`config.mk`:
```
export PLATFORM = sky130hd
export DESIGN_NAME = utf8_stream_decoder
export DESIGN_NICKNAME = d
export VERILOG_FILES = /design/src/rtl/utf8sd_pkg.sv /design/src/rtl/utf8_stream_decoder.sv /design/src/rtl/utf8sd_fifo.sv /design/src/rtl/utf8sd_front.sv /design/src/rtl/utf8sd_back.sv
export SDC_FILE = /design/constraint.sdc
export NUM_CORES = 1
export LEC_CHECK = 0
export BUFFER_PORTS_ARGS = -buffer_cell sky130_fd_sc_hd__buf_2
export CAP_MARGIN = 20
export CORE_MARGIN = 10
export CORE_UTILIZATION = 35
export DETAILED_ROUTE_END_ITERATION = 12
export GPL_ROUTABILITY_DRIVEN = 0
export PLACE_DENSITY = 0.61
export SLEW_MARGIN = 20
export SYNTH_ARGS = -nofsm -noshare
export SYNTH_HDL_FRONTEND = slang
export SYNTH_SLANG_ARGS = --single-unit
```
`constraint.sdc`:
```
create_clock -name clock -period 3.7 [get_ports clock]
set_input_delay 0.185 -clock clock [delete_from_list [all_inputs] [get_ports clock]]
set_output_delay 0.185 -clock clock [all_outputs]
set_load 0.01 [all_outputs]
```
`src/rtl/utf8sd_pkg.sv`:
```
// ----------------------------------------------------------------------------
// UTF-8 stream decoder package
// Types, constants and lead byte classification shared by the decoder.
// ----------------------------------------------------------------------------
package utf8sd_pkg;

   localparam int UTF8SD_JOB_DEPTH = 2;
   localparam int UTF8SD_RSP_DEPTH = 2;

   localparam logic [7:0] ASCII_MASK = 8'h80;
   localparam logic [7:0] CONT_MASK  = 8'hC0;
   localparam logic [7:0] CONT_TAG   = 8'h80;
   localparam logic [7:0] LEAD2_MASK = 8'hE0;
   localparam logic [7:0] LEAD2_TAG  = 8'hC0;
   localparam logic [7:0] LEAD3_MASK = 8'hF0;
   localparam logic [7:0] LEAD3_TAG  = 8'hE0;
   localparam logic [7:0] LEAD4_MASK = 8'hF8;
   localparam logic [7:0] LEAD4_TAG  = 8'hF0;
   localparam logic [7:0] LEAD2_BITS = 8'h1F;
   localparam logic [7:0] LEAD3_BITS = 8'h0F;
   localparam logic [7:0] LEAD4_BITS = 8'h07;

   // Work handed from the front to the back: raw bytes first, then an
   // optional decoded (or plain ASCII) result.
   typedef struct packed {
      logic [3:0][7:0] raw_bytes;
      logic [2:0]      raw_count;
      logic            final_valid;
      logic [20:0]     final_cp;
      logic [2:0]      final_used;
   } job_type;

   typedef struct packed {
      logic [20:0] code_point;
      logic        raw_fallback;
      logic [2:0]  bytes_used;
      logic        last_of_run;
   } rsp_type;

   typedef struct packed {
      logic        bad;
      logic [1:0]  extra;
      logic [20:0] bits;
   } lead_class_type;

   function automatic lead_class_type classify_lead(input logic [7:0] b);
      lead_class_type lc;
      lc.bad   = 1'b0;
      lc.extra = 2'd0;
      lc.bits  = {13'd0, b};
      if ((b & ASCII_MASK) == 8'h00) begin
         lc.extra = 2'd0;
      end else if ((b & LEAD2_MASK) == LEAD2_TAG) begin
         lc.extra = 2'd1;
         lc.bits  = {13'd0, b & LEAD2_BITS};
      end else if ((b & LEAD3_MASK) == LEAD3_TAG) begin
         lc.extra = 2'd2;
         lc.bits  = {13'd0, b & LEAD3_BITS};
      end else if ((b & LEAD4_MASK) == LEAD4_TAG) begin
         lc.extra = 2'd3;
         lc.bits  = {13'd0, b & LEAD4_BITS};
      end else begin
         lc.bad = 1'b1;
      end
      return lc;
   endfunction

endpackage

```
`src/rtl/utf8_stream_decoder.sv`:
```
// ----------------------------------------------------------------------------
// UTF-8 stream decoder
// Byte-in, code-point-out decoder with raw fallback on broken sequences.
// ----------------------------------------------------------------------------
// A text enters one byte per transfer, with req_end_of_text marking its last
// byte; decoded code points leave through a queue-style result port. Well
// formed text sustains one byte per cycle while results are popped: the
// front end classifies each byte as it is accepted and the back end emits one
// result per cycle while the result queue has room. A byte that breaks a
// sequence, or a text that ends inside one, makes the block hand out the held
// lead and every byte after it as raw one-byte results, so one byte can cause
// up to four results, and the job queue lets the front keep taking bytes
// meanwhile. Work passes the job queue and then the result queue on its way
// to the rsp_ ports. Bytes that only extend an open sequence cause no
// result. rsp_last_of_run marks the final result caused by a byte.
// ----------------------------------------------------------------------------
module utf8_stream_decoder import utf8sd_pkg::*; #(
   parameter int JOB_DEPTH = UTF8SD_JOB_DEPTH,
   parameter int RSP_DEPTH = UTF8SD_RSP_DEPTH
) (
   input  logic        clock,
   input  logic        reset,
   // byte input
   input  logic        req_push,
   output logic        req_full,
   input  logic [7:0]  req_data_byte,
   input  logic        req_end_of_text,
   // result output
   output logic        rsp_empty,
   input  logic        rsp_pop,
   output logic [20:0] rsp_code_point,
   output logic        rsp_raw_fallback,
   output logic [2:0]  rsp_bytes_used,
   output logic        rsp_last_of_run
);

   job_type job_wr, job_rd;
   rsp_type rsp_wr, rsp_rd;
   logic    job_push, job_full, job_pop, job_empty;
   logic    rsp_push, rsp_full;

   // Hold back input only when the job queue has no room.
   assign req_full = job_full;

   utf8sd_front u_front (
      .clock           (clock),
      .reset           (reset),
      .req_push        (req_push),
      .req_data_byte   (req_data_byte),
      .req_end_of_text (req_end_of_text),
      .job_full        (job_full),
      .job_push        (job_push),
      .job             (job_wr)
   );

   // Decouple classification from result emission.
   utf8sd_fifo #(
      .WIDTH ($bits(job_type)),
      .DEPTH (JOB_DEPTH)
   ) u_job_queue (
      .clock     (clock),
      .reset     (reset),
      .push      (job_push),
      .push_data (job_wr),
      .full      (job_full),
      .pop       (job_pop),
      .pop_data  (job_rd),
      .empty     (job_empty)
   );

   utf8sd_back u_back (
      .clock     (clock),
      .reset     (reset),
      .job_empty (job_empty),
      .job       (job_rd),
      .job_pop   (job_pop),
      .rsp_full  (rsp_full),
      .rsp_push  (rsp_push),
      .rsp       (rsp_wr)
   );

   // Result queue: the oldest waiting result sits at its head.
   utf8sd_fifo #(
      .WIDTH ($bits(rsp_type)),
      .DEPTH (RSP_DEPTH)
   ) u_rsp_queue (
      .clock     (clock),
      .reset     (reset),
      .push      (rsp_push),
      .push_data (rsp_wr),
      .full      (rsp_full),
      .pop       (rsp_pop),
      .pop_data  (rsp_rd),
      .empty     (rsp_empty)
   );

   assign rsp_code_point   = rsp_rd.code_point;
   assign rsp_raw_fallback = rsp_rd.raw_fallback;
   assign rsp_bytes_used   = rsp_rd.bytes_used;
   assign rsp_last_of_run  = rsp_rd.last_of_run;

endmodule

```
`src/rtl/utf8sd_fifo.sv`:
```
// ----------------------------------------------------------------------------
// UTF-8 decoder queue
// Small register-based first-in first-out queue with full and empty flags.
// ----------------------------------------------------------------------------
module utf8sd_fifo #(
   parameter int WIDTH = 8,
   parameter int DEPTH = 2
) (
   input  logic             clock,
   input  logic             reset,
   input  logic             push,
   input  logic [WIDTH-1:0] push_data,
   output logic             full,
   input  logic             pop,
   output logic [WIDTH-1:0] pop_data,
   output logic             empty
);

   localparam int PTR_W = (DEPTH > 1) ? $clog2(DEPTH) : 1;
   localparam int CNT_W = $clog2(DEPTH + 1);

   logic [WIDTH-1:0] entry_ff [DEPTH];
   logic [PTR_W-1:0] wr_ptr_ff, wr_ptr_in;
   logic [PTR_W-1:0] rd_ptr_ff, rd_ptr_in;
   logic [CNT_W-1:0] count_ff, count_in;
   logic             do_push, do_pop;

   assign full     = (count_ff == CNT_W'(DEPTH));
   assign empty    = (count_ff == '0);
   assign do_push  = push && !full;
   assign do_pop   = pop && !empty;
   assign pop_data = entry_ff[rd_ptr_ff];

   always_comb begin
      wr_ptr_in = wr_ptr_ff;
      rd_ptr_in = rd_ptr_ff;
      count_in  = count_ff;
      if (do_push) begin
         wr_ptr_in = (wr_ptr_ff == PTR_W'(DEPTH - 1)) ? '0 : wr_ptr_ff + 1'b1;
      end
      if (do_pop) begin
         rd_ptr_in = (rd_ptr_ff == PTR_W'(DEPTH - 1)) ? '0 : rd_ptr_ff + 1'b1;
      end
      if (do_push && !do_pop) begin
         count_in = count_ff + 1'b1;
      end else if (do_pop && !do_push) begin
         count_in = count_ff - 1'b1;
      end
   end

   always_ff @(posedge clock) begin
      if (reset) begin
         wr_ptr_ff <= '0;
         rd_ptr_ff <= '0;
         count_ff  <= '0;
      end else begin
         wr_ptr_ff <= wr_ptr_in;
         rd_ptr_ff <= rd_ptr_in;
         count_ff  <= count_in;
      end
   end

   always_ff @(posedge clock) begin
      if (do_push) begin
         entry_ff[wr_ptr_ff] <= push_data;
      end
   end

endmodule

```
`src/rtl/utf8sd_front.sv`:
```
// ----------------------------------------------------------------------------
// UTF-8 decoder front end
// Accepts text bytes, tracks the open sequence and issues jobs to the back.
// ----------------------------------------------------------------------------
module utf8sd_front import utf8sd_pkg::*; (
   input  logic       clock,
   input  logic       reset,
   input  logic       req_push,
   input  logic [7:0] req_data_byte,
   input  logic       req_end_of_text,
   input  logic       job_full,
   output logic       job_push,
   output job_type    job
);

   logic [1:0]  expected_ff, expected_in;
   logic [1:0]  seen_ff, seen_in;
   logic [7:0]  lead_ff, lead_in;
   logic [7:0]  tail_ff [2];
   logic [7:0]  tail_in [2];
   logic [20:0] partial_ff, partial_in;

   logic           accept;
   logic           is_open;
   logic           is_cont;
   logic [2:0]     base_count;
   lead_class_type lead_info;

   always_comb begin
      accept     = req_push && !job_full;
      is_open    = (expected_ff != 2'd0);
      is_cont    = ((req_data_byte & CONT_MASK) == CONT_TAG);
      lead_info  = classify_lead(req_data_byte);
      base_count = is_open ? ({1'b0, seen_ff} + 3'd1) : 3'd0;

      expected_in = expected_ff;
      seen_in     = seen_ff;
      lead_in     = lead_ff;
      tail_in     = tail_ff;
      partial_in  = partial_ff;

      job.raw_bytes[0] = lead_ff;
      job.raw_bytes[1] = tail_ff[0];
      job.raw_bytes[2] = tail_ff[1];
      job.raw_bytes[3] = 8'h00;
      job.raw_bytes[base_count[1:0]] = req_data_byte;
      job.raw_count   = base_count;
      job.final_valid = 1'b0;
      job.final_cp    = {13'd0, req_data_byte};
      job.final_used  = 3'd1;
      job_push        = 1'b0;

      if (accept) begin
         if (is_open && is_cont) begin
            if (seen_ff + 2'd1 == expected_ff) begin
               // sequence complete
               job.raw_count   = 3'd0;
               job.final_valid = 1'b1;
               job.final_cp    = {partial_ff[14:0], req_data_byte[5:0]};
               job.final_used  = {1'b0, expected_ff} + 3'd1;
               job_push        = 1'b1;
               expected_in     = 2'd0;
               seen_in         = 2'd0;
            end else if (!req_end_of_text) begin
               // extend and keep waiting
               seen_in             = seen_ff + 2'd1;
               tail_in[seen_ff[0]] = req_data_byte;
               partial_in          = {partial_ff[14:0], req_data_byte[5:0]};
            end else begin
               // cut off: every held byte and this one go out raw
               job.raw_count = base_count + 3'd1;
               job_push      = 1'b1;
               expected_in   = 2'd0;
               seen_in       = 2'd0;
            end
         end else begin
            // any held bytes go out raw, then this byte starts afresh
            expected_in = 2'd0;
            seen_in     = 2'd0;
            if (lead_info.bad) begin
               job.raw_count = base_count + 3'd1;
               job_push      = 1'b1;
            end else if (lead_info.extra == 2'd0) begin
               job.final_valid = 1'b1;
               job_push        = 1'b1;
            end else if (!req_end_of_text) begin
               expected_in = lead_info.extra;
               lead_in     = req_data_byte;
               partial_in  = lead_info.bits;
               job_push    = (base_count != 3'd0);
            end else begin
               job.raw_count = base_count + 3'd1;
               job_push      = 1'b1;
            end
         end
      end
   end

   always_ff @(posedge clock) begin
      if (reset) begin
         expected_ff <= 2'd0;
         seen_ff     <= 2'd0;
      end else begin
         expected_ff <= expected_in;
         seen_ff     <= seen_in;
      end
   end

   always_ff @(posedge clock) begin
      lead_ff    <= lead_in;
      tail_ff    <= tail_in;
      partial_ff <= partial_in;
   end

endmodule

```
`src/rtl/utf8sd_back.sv`:
```
// ----------------------------------------------------------------------------
// UTF-8 decoder back end
// Walks one job per pass, emitting one result per cycle while rsp_full is low.
// ----------------------------------------------------------------------------
module utf8sd_back import utf8sd_pkg::*; (
   input  logic    clock,
   input  logic    reset,
   input  logic    job_empty,
   input  job_type job,
   output logic    job_pop,
   input  logic    rsp_full,
   output logic    rsp_push,
   output rsp_type rsp
);

   logic [1:0] idx_ff, idx_in;
   logic [2:0] total;
   logic       is_raw;
   logic       is_last;

   always_comb begin
      total   = job.raw_count + {2'd0, job.final_valid};
      is_raw  = ({1'b0, idx_ff} < job.raw_count);
      is_last = (({1'b0, idx_ff} + 3'd1) == total);

      if (is_raw) begin
         rsp.code_point   = {13'd0, job.raw_bytes[idx_ff]};
         rsp.raw_fallback = 1'b1;
         rsp.bytes_used   = 3'd1;
      end else begin
         rsp.code_point   = job.final_cp;
         rsp.raw_fallback = 1'b0;
         rsp.bytes_used   = job.final_used;
      end
      rsp.last_of_run = is_last;

      rsp_push = !job_empty && !rsp_full;
      job_pop  = rsp_push && is_last;

      idx_in = idx_ff;
      if (rsp_push) begin
         idx_in = is_last ? 2'd0 : idx_ff + 2'd1;
      end
   end

   always_ff @(posedge clock) begin
      if (reset) begin
         idx_ff <= 2'd0;
      end else begin
         idx_ff <= idx_in;
      end
   end

endmodule

```
# ---- Word level (Yosys, flattened, before mapping)
# Memories as Yosys holds them, arrays and structs flattened. A register that Yosys moved wholly into a read port is not among the register bits.
# Cells that the tools add are included.
dict set report totals {
  regBits 53
  ramBits 172
  inputBits 13
  out_inout_bits 28
  word_cells 158
  memories 2
}
# name depth word_bits rd rd_clocked_by_memory_dff wr line_no
set mem_list {}
lappend mem_list {u_job_queue.entry_ff 2 60 1 1 1 utf8sd_fifo.sv:22} ;# logic [WIDTH-1:0] entry_ff [DEPTH];
lappend mem_list {u_rsp_queue.entry_ff 2 26 1 1 1 utf8sd_fifo.sv:22}
dict set report classes {
  n_addsub 15
  n_lt_le_gt_ge 6
  n_eq_ne 14
  n_mux 68
  n_bitwise 6
  n_reduce_logical 34
}
# op n
set op_table {}
lappend op_table {{$mux 15} 7}
lappend op_table {{$mux 23} 3}
lappend op_table {{$mux 25} 2}
lappend op_table {{$bwmux 32} 1}
lappend op_table {{$mux 2} 15}
lappend op_table {{$mux 28} 1}
lappend op_table {{$mux 1} 25}
lappend op_table {{$mux 24} 1}
lappend op_table {{$mux 8} 3}
lappend op_table {{$bmux 8 s2} 1}
lappend op_table {{$bwmux 16} 1}
lappend op_table {{$demux 8 s2} 1}
lappend op_table {{$mux 3} 5}
lappend op_table {{$logic_and 1x1->1} 14}
lappend op_table {{$add 2x1->3 const B} 3}
lappend op_table {{$add 2x1->2 const B} 4}
lappend op_table {{$demux 8 s1} 1}
lappend op_table {{$logic_not 1->1} 8}
lappend op_table {{$logic_not 8->1} 1}
lappend op_table {{$eq 2x2->1 const B} 3}
lappend op_table {{$logic_not 2->1} 3}
lappend op_table {{$lt 2x3->1 const B} 2}
lappend op_table {{$ne 2x2->1 const B} 3}
lappend op_table {{$reduce_and 6->1} 1}
lappend op_table {{other kinds (23)} 34}

# ---- Logic depth before layout (Yosys ltp)
# Gate-level depths: netlist of run 1.
dict set report logic_depth {
  ltp_word 15
  mapped_depth 14
  mapped_depth_nobuf 12
}

# ---- Modules after synthesis
# From an unflattened synthesis of run 1, not the netlist that was laid out.
dict set report hier_totals {
  hier_cells 583
  hier_area_um2 9628.0
}
# mod n_inst cells_per_inst area_each_um2 seq_area_each_um2
set by_module_without_submodules {}
lappend by_module_without_submodules {{utf8sd_fifo (u_job_queue)} 1 212 4531.8 3703.6}
lappend by_module_without_submodules {utf8sd_front 1 202 2373.5 1251.2}
lappend by_module_without_submodules {{utf8sd_fifo (u_rsp_queue)} 1 106 2089.5 1661.6}
lappend by_module_without_submodules {utf8sd_back 1 63 633.1 40.0}

# ---- Worst setup path before layout of run 1
# OpenSTA, ideal clock, no wires.
dict set report synth_path {
  kind {register -> register}
  startpoint {register u_front.expected_ff[0]}
  endpoint {memory u_job_queue.entry_ff[1][0] (netlist bit) (enable)}
  setup_ns 0.424
  arrival_ns 3.363
  required_time_ns 3.276
  setup_slack_ns -0.088
  stages_incl_launch_ff 11
  path_buffers 1
  period_less_slack_ns 3.788
  path_cell_list {dfxtp_1 inv_1 ha_1 nor2_1 inv_1 ha_1 clkbuf_1 nor2b_1 and4b_1 nor3_1 and2_1}
}
dict set report synth_between {
  elab_chain_cells 11
  word_cells_on_any_way 14
  classes_between {eq/ne (1); mux (9); reduce/logical (4)}
}
# item line_no
set synth_lines {}
lappend synth_lines {{from (decl)} utf8sd_front.sv:16} ;# logic [1:0] expected_ff, expected_in;
lappend synth_lines {{from (signal assigned)} utf8sd_front.sv:104} ;# expected_ff <= expected_in;
lappend synth_lines {{$reduce_bool 2->1} utf8sd_front.sv:31} ;# is_open = (expected_ff != 2'd0);
lappend synth_lines {{$mux 3} utf8sd_front.sv:34} ;# base_count = is_open ? ({1'b0, seen_ff} + 3'd1) : 3'd0;
lappend synth_lines {{$reduce_bool 3->1} utf8sd_front.sv:90} ;# job_push = (base_count != 3'd0);
lappend synth_lines {{$mux 1} utf8sd_front.sv:86} ;# end else if (!req_end_of_text) begin
lappend synth_lines {{$mux 1} utf8sd_front.sv:83} ;# end else if (lead_info.extra == 2'd0) begin
lappend synth_lines {{$mux 1} utf8sd_front.sv:80} ;# if (lead_info.bad) begin
lappend synth_lines {{$mux 1 (*)} utf8sd_front.sv:54} ;# if (is_open && is_cont) begin
lappend synth_lines {{$mux 1 (*)} utf8sd_front.sv:53} ;# if (accept) begin
lappend synth_lines {{$logic_and 1x1->1 (*)} utf8sd_fifo.sv:30} ;# assign do_push = push && !full;
lappend synth_lines {{via u_job_queue.do_push} utf8sd_fifo.sv:26} ;# logic do_push, do_pop;
lappend synth_lines {{$mux 1 (*)} utf8sd_fifo.sv:64} ;# if (do_push) begin
lappend synth_lines {{$mux 1 (implied by the code) (*)} utf8sd_fifo.sv:65} ;# entry_ff[wr_ptr_ff] <= push_data;
lappend synth_lines {{to (decl)} utf8sd_fifo.sv:22}
# Mark *: on every way through the listed nets, which the timed path passes. The rest lies on a longest branch.

# ---- Final worst setup path of run 1
dict set report layout_path {
  startpoint {register u_front.expected_ff[0]}
  endpoint {memory u_job_queue.entry_ff[0][51] (netlist bit) (enable)}
}
dict set report layout_between {
  elab_chain_cells 11
  word_cells_on_any_way 14
  classes_between {eq/ne (1); mux (9); reduce/logical (4)}
}
# item line_no
set layout_lines {}
lappend layout_lines {{$reduce_bool 2->1} utf8sd_front.sv:31}
lappend layout_lines {{$mux 3} utf8sd_front.sv:34}
lappend layout_lines {{$reduce_bool 3->1} utf8sd_front.sv:90}
lappend layout_lines {{$mux 1} utf8sd_front.sv:86}
lappend layout_lines {{$mux 1} utf8sd_front.sv:83}
lappend layout_lines {{$mux 1} utf8sd_front.sv:80}
lappend layout_lines {{$mux 1 (*)} utf8sd_front.sv:54}
lappend layout_lines {{$mux 1 (*)} utf8sd_front.sv:53}
lappend layout_lines {{$logic_and 1x1->1 (*)} utf8sd_fifo.sv:30}
lappend layout_lines {{$mux 1 (*)} utf8sd_fifo.sv:64}
lappend layout_lines {{$mux 1 (implied by the code) (*)} utf8sd_fifo.sv:65}
# Every way passes the cells marked *; elsewhere a longest branch is shown, timed or not.

==> results of run 1 <==
[worst max path at each step]
stage	cells past startpoint	end	startpoint
floorplan	10	u_job_queue.entry_ff[0][0]	u_front.expected_ff[0]
global placement	10	u_job_queue.entry_ff[0][54]	u_front.expected_ff[0]
detailed placement	10	u_job_queue.entry_ff[0][55]	u_front.expected_ff[0]
CTS	10	u_job_queue.entry_ff[0][2]	u_front.expected_ff[0]
global route	10	u_job_queue.entry_ff[0][51]	u_front.expected_ff[0]
finish	10	u_job_queue.entry_ff[0][51]	u_front.expected_ff[0]
[layer usage]
layer / global-route usage, % / share of wire, % / vias up
met5: 0 / 0.075 / -
met4: 2.52 / 1.4 / 2
met3: 2.83 / 6.2 / 24
met2: 16.9 / 49 / 109
met1: 13.0 / 43 / 2398
li1: - / - / 2225
[area by class of cell]
type	count	area (µm²)	area share [%]
Antenna cell	1	2.50	0.0233
Clock buffer	30	643	5.99
Clock inverter	11	114	1.06
Inverter	16	63.8	0.594
Multi-Input combinational cell	287	2530	23.5
Sequential cell	227	6660	62.0
Tap cell	335	419	3.90
Timing Repair Buffer	52	315	2.94
[logic make-up after synthesis]
kind of cell | count (synthesis) | synth area share [%]
buffers and inverters | 42 | 1.98
adder cells (fa/ha/maj) | 13 | 1.74
multiplexers | 110 | 14.8
XOR/XNOR | 13 | 1.22
flip-flops | 227 | 71.1
AO/OA/AOI/OAI | 44 | 3.07
AND/OR/NAND/NOR | 107 | 6.15
[worst max-delay path: cells and delay by family, from the launching register on]
family	cells	cell delay, ns
flops	1	0.40
simple gates	4	1.19
fa+ha+maj	2	0.66
buf+inv	4	0.59
[power breakdown]
part / total [µW] / switching, µW / leakage, µW / internal (µW)
clock: 2280 / 919 / 0.000370 / 1360
combinational: 1870 / 1090 / 0.00123 / 778
sequential: 3530 / 119 / 0.00209 / 3410
total: 7680 / 2130 / 0.00369 / 5550
[sequential cells by signal, summed over array words and instances (netlist names), 2 cells and up, named ones only]
register	count
u_job_queue.count_ff	2
u_back.idx_ff	2
u_front.lead_ff	8
u_front.seen_ff	2
u_rsp_queue.count_ff	2
u_job_queue.entry_ff	120
u_front.partial_ff	15
u_rsp_queue.entry_ff	52
u_front.tail_ff	16
u_front.expected_ff	2
[cells in the mapped netlist (3+ instances only)]
master and n:
nand2b_1 5, inv_1 16, nor2_1 29, mux4_2 15, mux2i_1 42, xor2_1 9
mux2_2 51, o31ai_1 5, dfxtp_1 16, nand3_1 4, a31oi_1 3, clkbuf_1 13
a21oi_1 15, edfxtp_1 211, o21ai_0 8, and2_1 33, and3_1 5, xnor2_1 4
buf_2 8, nor3_1 5, o21a_1 3, nand2_1 12, nor2b_1 4, ha_1 13
[through the flow]
step / hold slack, ns / cell area (µm²) / setup slack, ns
3_5_place_dp: 0.454 / 9980 / 0.465
4_1_cts: 0.0211 / 10700 / 0.439
6_report: 0.0287 / 10700 / 0.450
2_1_floorplan: 0.284 / 9370 / 0.469
3_3_place_gp: 0.448 / 9980 / 0.602
5_1_grt: 0.0199 / 10700 / 0.180
[placed cells by master (no fill, tap or decap), drive strengths merged, types with 12 or more instances in the layout]
cell	instances
a21oi	15
and2	34
buf	52
clkbuf	30
dfxtp	16
edfxtp	211
ha	13
inv	15
mux2	51
mux2i	43
mux4	16
nand2	12
nor2	29
==> flow_summary.json, run 1 <==
{
  "drive_above_1_share_pct": 26.2,
  "total_power_uw": 7680,
  "crit_arrival_ns": 3.41,
  "critPathRequiredTime_ns": 3.86,
  "nNetsFinal": 634,
  "final_cells": 959,
  "cp_max_fo": 60,
  "avgSynthCellArea_um2": 16.8,
  "syn_area_mm2": 0.00936,
  "num_io_pins": 41,
  "outcome": "finished, final reports clean",
  "synth_edf_count": 211,
  "yosysTopAreaCell": "edfxtp_1",
  "vias_per_cell": 4.96,
  "dpl.hpwl_mm": 10.8,
  "hp-start": "req_data_byte[0]",
  "synth-seq-cells": 227,
  "synth.distinct_cells": 47,
  "clock_path_buffers": 3,
  "rsz0062_at_grt": "false",
  "slew_headroom_pct": 49.3,
  "regToRegSetupSlack_ns": 0.45,
  "clock-sinks": 227,
  "timing.rr.end": "u_job_queue.entry_ff[0][51]",
  "cp_cell_sequence": "inv_1, ha_1, nor2_1, inv_1, ha_1, nor2b_1, and4b_1, or4_1, clkinvlp_4, buf_12",
  "setup_viol": 0,
  "drc": 0,
  "drt_pass1_iterations": 4,
  "wire_per_inst_um": 18.0,
  "finish.utilization_pct": 41.0,
  "dp.cells": 917,
  "cts_hold_buffers": 0,
  "post_synth_inst_count": 556,
  "ys_seq_area_share_pct": 71.1,
  "ys_warn_count": 0,
  "grt_usage_pct": 10.2,
  "peakVddDrop_mv": 0.268,
  "cp_slowest_stage_delay_ns": 0.48,
  "drt_iter0_markers": 262,
  "r2r_start": "u_front.expected_ff[0]",
  "cp-end-kind": "register",
  "antenna_found_initial": 2,
  "synth_top_area_share_pct": 67.7,
  "hold_end": "u_front.lead_ff[0]",
  "clkSlewWorstSetupHoldPaths_ns": 0.06,
  "routed_wl_mm": 17.2,
  "ys_async_sr_fraction_pct": 0,
  "leakage_uw": 0.00369,
  "grt_pass1_wl_mm": 27.4,
  "cts-root-buf": "clkbuf_16",
  "fin_setup_tns_ns": 0,
  "hold_path.class": "in -> reg",
  "skew_ns": 0.0375,
  "vias": 4758,
  "hold_depth": 1,
  "grt_max_degree": 61,
  "cellPowerDensity_mw_per_mm2": 715,
  "die_w_um": 184,
  "cts_resized": 0,
  "overflow": 0,
  "worst_pin_slew_ns": 0.760,
  "maxCapViolations": 0,
  "final-hold-violation-count": 0,
  "fillers": 2347,
  "max_freq_ghz": 0.308,
  "cts_setup_buffers": 0,
  "ant_nets": 0,
  "start_util_pct": 35.7,
  "synth_nets": 582,
  "grt_pass1_vias": 4870,
  "r2r_cells": 10,
  "critPathSlowestCell": "or4_1",
  "rows": 59,
  "cts_max_level": 1,
  "start_kind": "register",
  "die_h_um": 184,
  "cts_buffers": 24,
  "portBuffers": 40,
  "synth_top_flop_cell": "edfxtp_1",
  "slew_viol_final": 0,
  "cts_tree": "done",
  "yosys-top-cells-area": "edfxtp_1 68%, mux2_2 6.1%, mux2i_1 4.5%, mux4_2 3.6%, dfxtp_1 3.4%",
  "dieArea_mm2": 0.0337,
  "crit_type": "reg -> reg",
  "clock_latency_ns": 0.52,
  "min_period_ns": 3.25,
  "core_mm2": 0.0262,
  "finalCritPeriodShare_pct": 87.8,
  "syn_to_final_growth_pct": 14.7
}
Power figures use the tool's default switching activity.
==> run 2: changes to the inputs <==
ABC_CLOCK_PERIOD_IN_PS = 3000   (was not set)
PLACE_DENSITY = 0.59   (was 0.61)
clock period = 3 ns   (was 3.7 ns; I/O delays follow)
==> run 2 against run 1 <==
Against the previous run: clock power is 25% higher; worst setup slack lost 0.32 ns; count of clock-buffer cells in the layout shrank 1; routed wire length down 1.1%; non-clock buffer count up 11; combinational power rose by 27%; fmax grew 13%.
==> flow_summary.json, run 2 (synthesis results as in run 1) <==
{
  "cts_max_level": 1,
  "portBuffers": 40,
  "fin_setup_tns_ns": 0,
  "core_mm2": 0.0262,
  "fillers": 2297,
  "p_sw_uw": 2670,
  "clkSlewWorstSetupHoldPaths_ns": 0.06,
  "drt_iter0_markers": 261,
  "dp.cells": 924,
  "total_power_uw": 9570,
  "grt_pass1_wl_mm": 27.4,
  "top_layer": "met4",
  "drc": 0,
  "start_kind": "register",
  "cts_setup_buffers": 0,
  "slew_headroom_pct": 49.5,
  "fin_area_mm2": 0.0109,
  "final_common_cell": "edfxtp_1",
  "drt_pass1_iterations": 4,
  "max_freq_ghz": 0.348,
  "cp-end-kind": "register",
  "clock_latency_ns": 0.52,
  "final-hold-violation-count": 0,
  "routed_wl_mm": 17.0,
  "p_int_uw": 6900,
  "ant_nets": 0,
  "maxCapViolations": 0,
  "final_cells": 974,
  "mostFrequentLayoutCells": "211 x edfxtp_1, 51 x mux2_2, 42 x mux2i_1",
  "largest_reg_flops": 120,
  "worst_pin_slew_ns": 0.757,
  "wire_per_inst_um": 17.5,
  "cts_buffers": 25,
  "dieArea_mm2": 0.0337,
  "dp_slack_ns": 0.166,
  "cts_tree": "done",
  "clock-sinks": 227,
  "min_period_ns": 2.87,
  "cp_max_fo": 7,
  "die_h_um": 184,
  "vias": 4720,
  "wl_met3_um": 942,
  "dpl.hpwl_mm": 11.0,
  "top_register": "u_job_queue.entry_ff",
  "outcome": "finished, final reports clean",
  "cts-root-buf": "clkbuf_16",
  "grt_pass1_vias": 4981,
  "grt_usage_pct": 10.1,
  "start_util_pct": 35.7,
  "peakVddDrop_mv": 0.427,
  "leakage_uw": 0.00376,
  "cellPowerDensity_mw_per_mm2": 879,
  "combinationalPowerShare_pct": 24.7,
  "wl_met1_mm": 7.49,
  "swShare_pct": 27.9,
  "finalCritPeriodShare_pct": 95.7,
  "placed_area_mm2": 0.0101,
  "top_regs": "u_job_queue.entry_ff x120, u_rsp_queue.entry_ff x52, u_front.tail_ff x16",
  "vias_per_cell": 4.85,
  "antenna_found_initial": 1,
  "hold_path.class": "in -> reg",
  "skew_ns": 0.0123,
  "rows": 59,
  "fin_ws_ns": 0.130,
  "die_w_um": 184,
  "grt_max_degree": 42,
  "rsz0062_at_grt": "false",
  "dr_wl_met2_mm": 8.28,
  "setup_viol": 0,
  "nNetsFinal": 646,
  "slew_viol_final": 0,
  "critPathRequiredTime_ns": 3.44,
  "crit_arrival_ns": 3.31,
  "seq_power_share_pct": 45.5,
  "crit_type": "reg -> reg",
  "overflow": 0,
  "num_io_pins": 41,
  "clkPwrFrac_pct": 29.8,
  "clock_path_buffers": 3,
  "syn_to_final_growth_pct": 16.3,
  "drive_above_1_share_pct": 27.7
}
[run 2: cell type report]
type	instances	area, µm²	area share [%]
inverters	16	63.8	0.586
flip-flops and latches	227	6660	61.1
repair buffers	63	420	3.86
clock buffers	29	641	5.88
clock inverters	16	133	1.22
well taps	335	419	3.85
multi-input cells	287	2550	23.4
diodes	1	2.50	0.0230
[run 2: power groups by stage]
| stage | Sequential [µW] | Clock, µW | Combinational (µW) |
|---|---|---|---|
| finish | 4350 | 2850 | 2370 |
| global route | 4400 | 3080 | 2610 |
| CTS | 4360 | 2930 | 2410 |
| detailed placement | 4420 | 0 | 2400 |
| global placement | 4390 | 0 | 2350 |
| floorplan | 4380 | 0 | 1640 |
[run 2: worst paths after layout]
| check | startpoint | to | slack, ns | depth (start not counted) |
|---|---|---|---|---|
| worst max-delay path | u_front.expected_ff[0] | u_job_queue.count_ff[1] | 0.13 | 11 |
| worst min-delay path | req_data_byte[5] | u_front.tail_ff[5] | 0.03 | 1 |
| worst max register to register | u_front.expected_ff[0] | u_job_queue.count_ff[1] | 0.13 | 11 |
| worst min register to register | u_front.seen_ff[1] | u_front.seen_ff[1] | 0.46 | 2 |
[run 2: per-stage QoR]
step                hold WS, ns  utilization (%)
finish                   0.0308             41.6
global route             0.0161             41.5
CTS                     0.00279             41.5
detailed placement        0.456             38.4
global placement          0.446             38.4
floorplan                 0.249                -
[run 2: timing repair]
| item | CTS | global route |
|---|---|---|
| hold buffers | 4 | 0 |
| hold endpoints to repair | 19 | 0 |
| gates resized for setup | 0 | 2 |
| endpoints found under the setup margin | 0 | 1 |
[run 2: routing by layer]
metal / track usage, % / vias to the layer above
met3: 2.31 / 30
met5: 0 / -
li1: - / 2257
met1: 12.4 / 2345
met2: 17.3 / 88
met4: 3.21 / 0
[run 2: worst max-delay path: stages (launching register included)]
cell and delay [ns]:
dfxtp_1 0.42, inv_1 0.07, ha_2 0.24, nor2_4 0.17, inv_1 0.08, ha_1 0.21
nor2b_1 0.12, and4b_1 0.21, nor3_1 0.40, ha_1 0.36, or3_1 0.35, a21oi_1 0.15
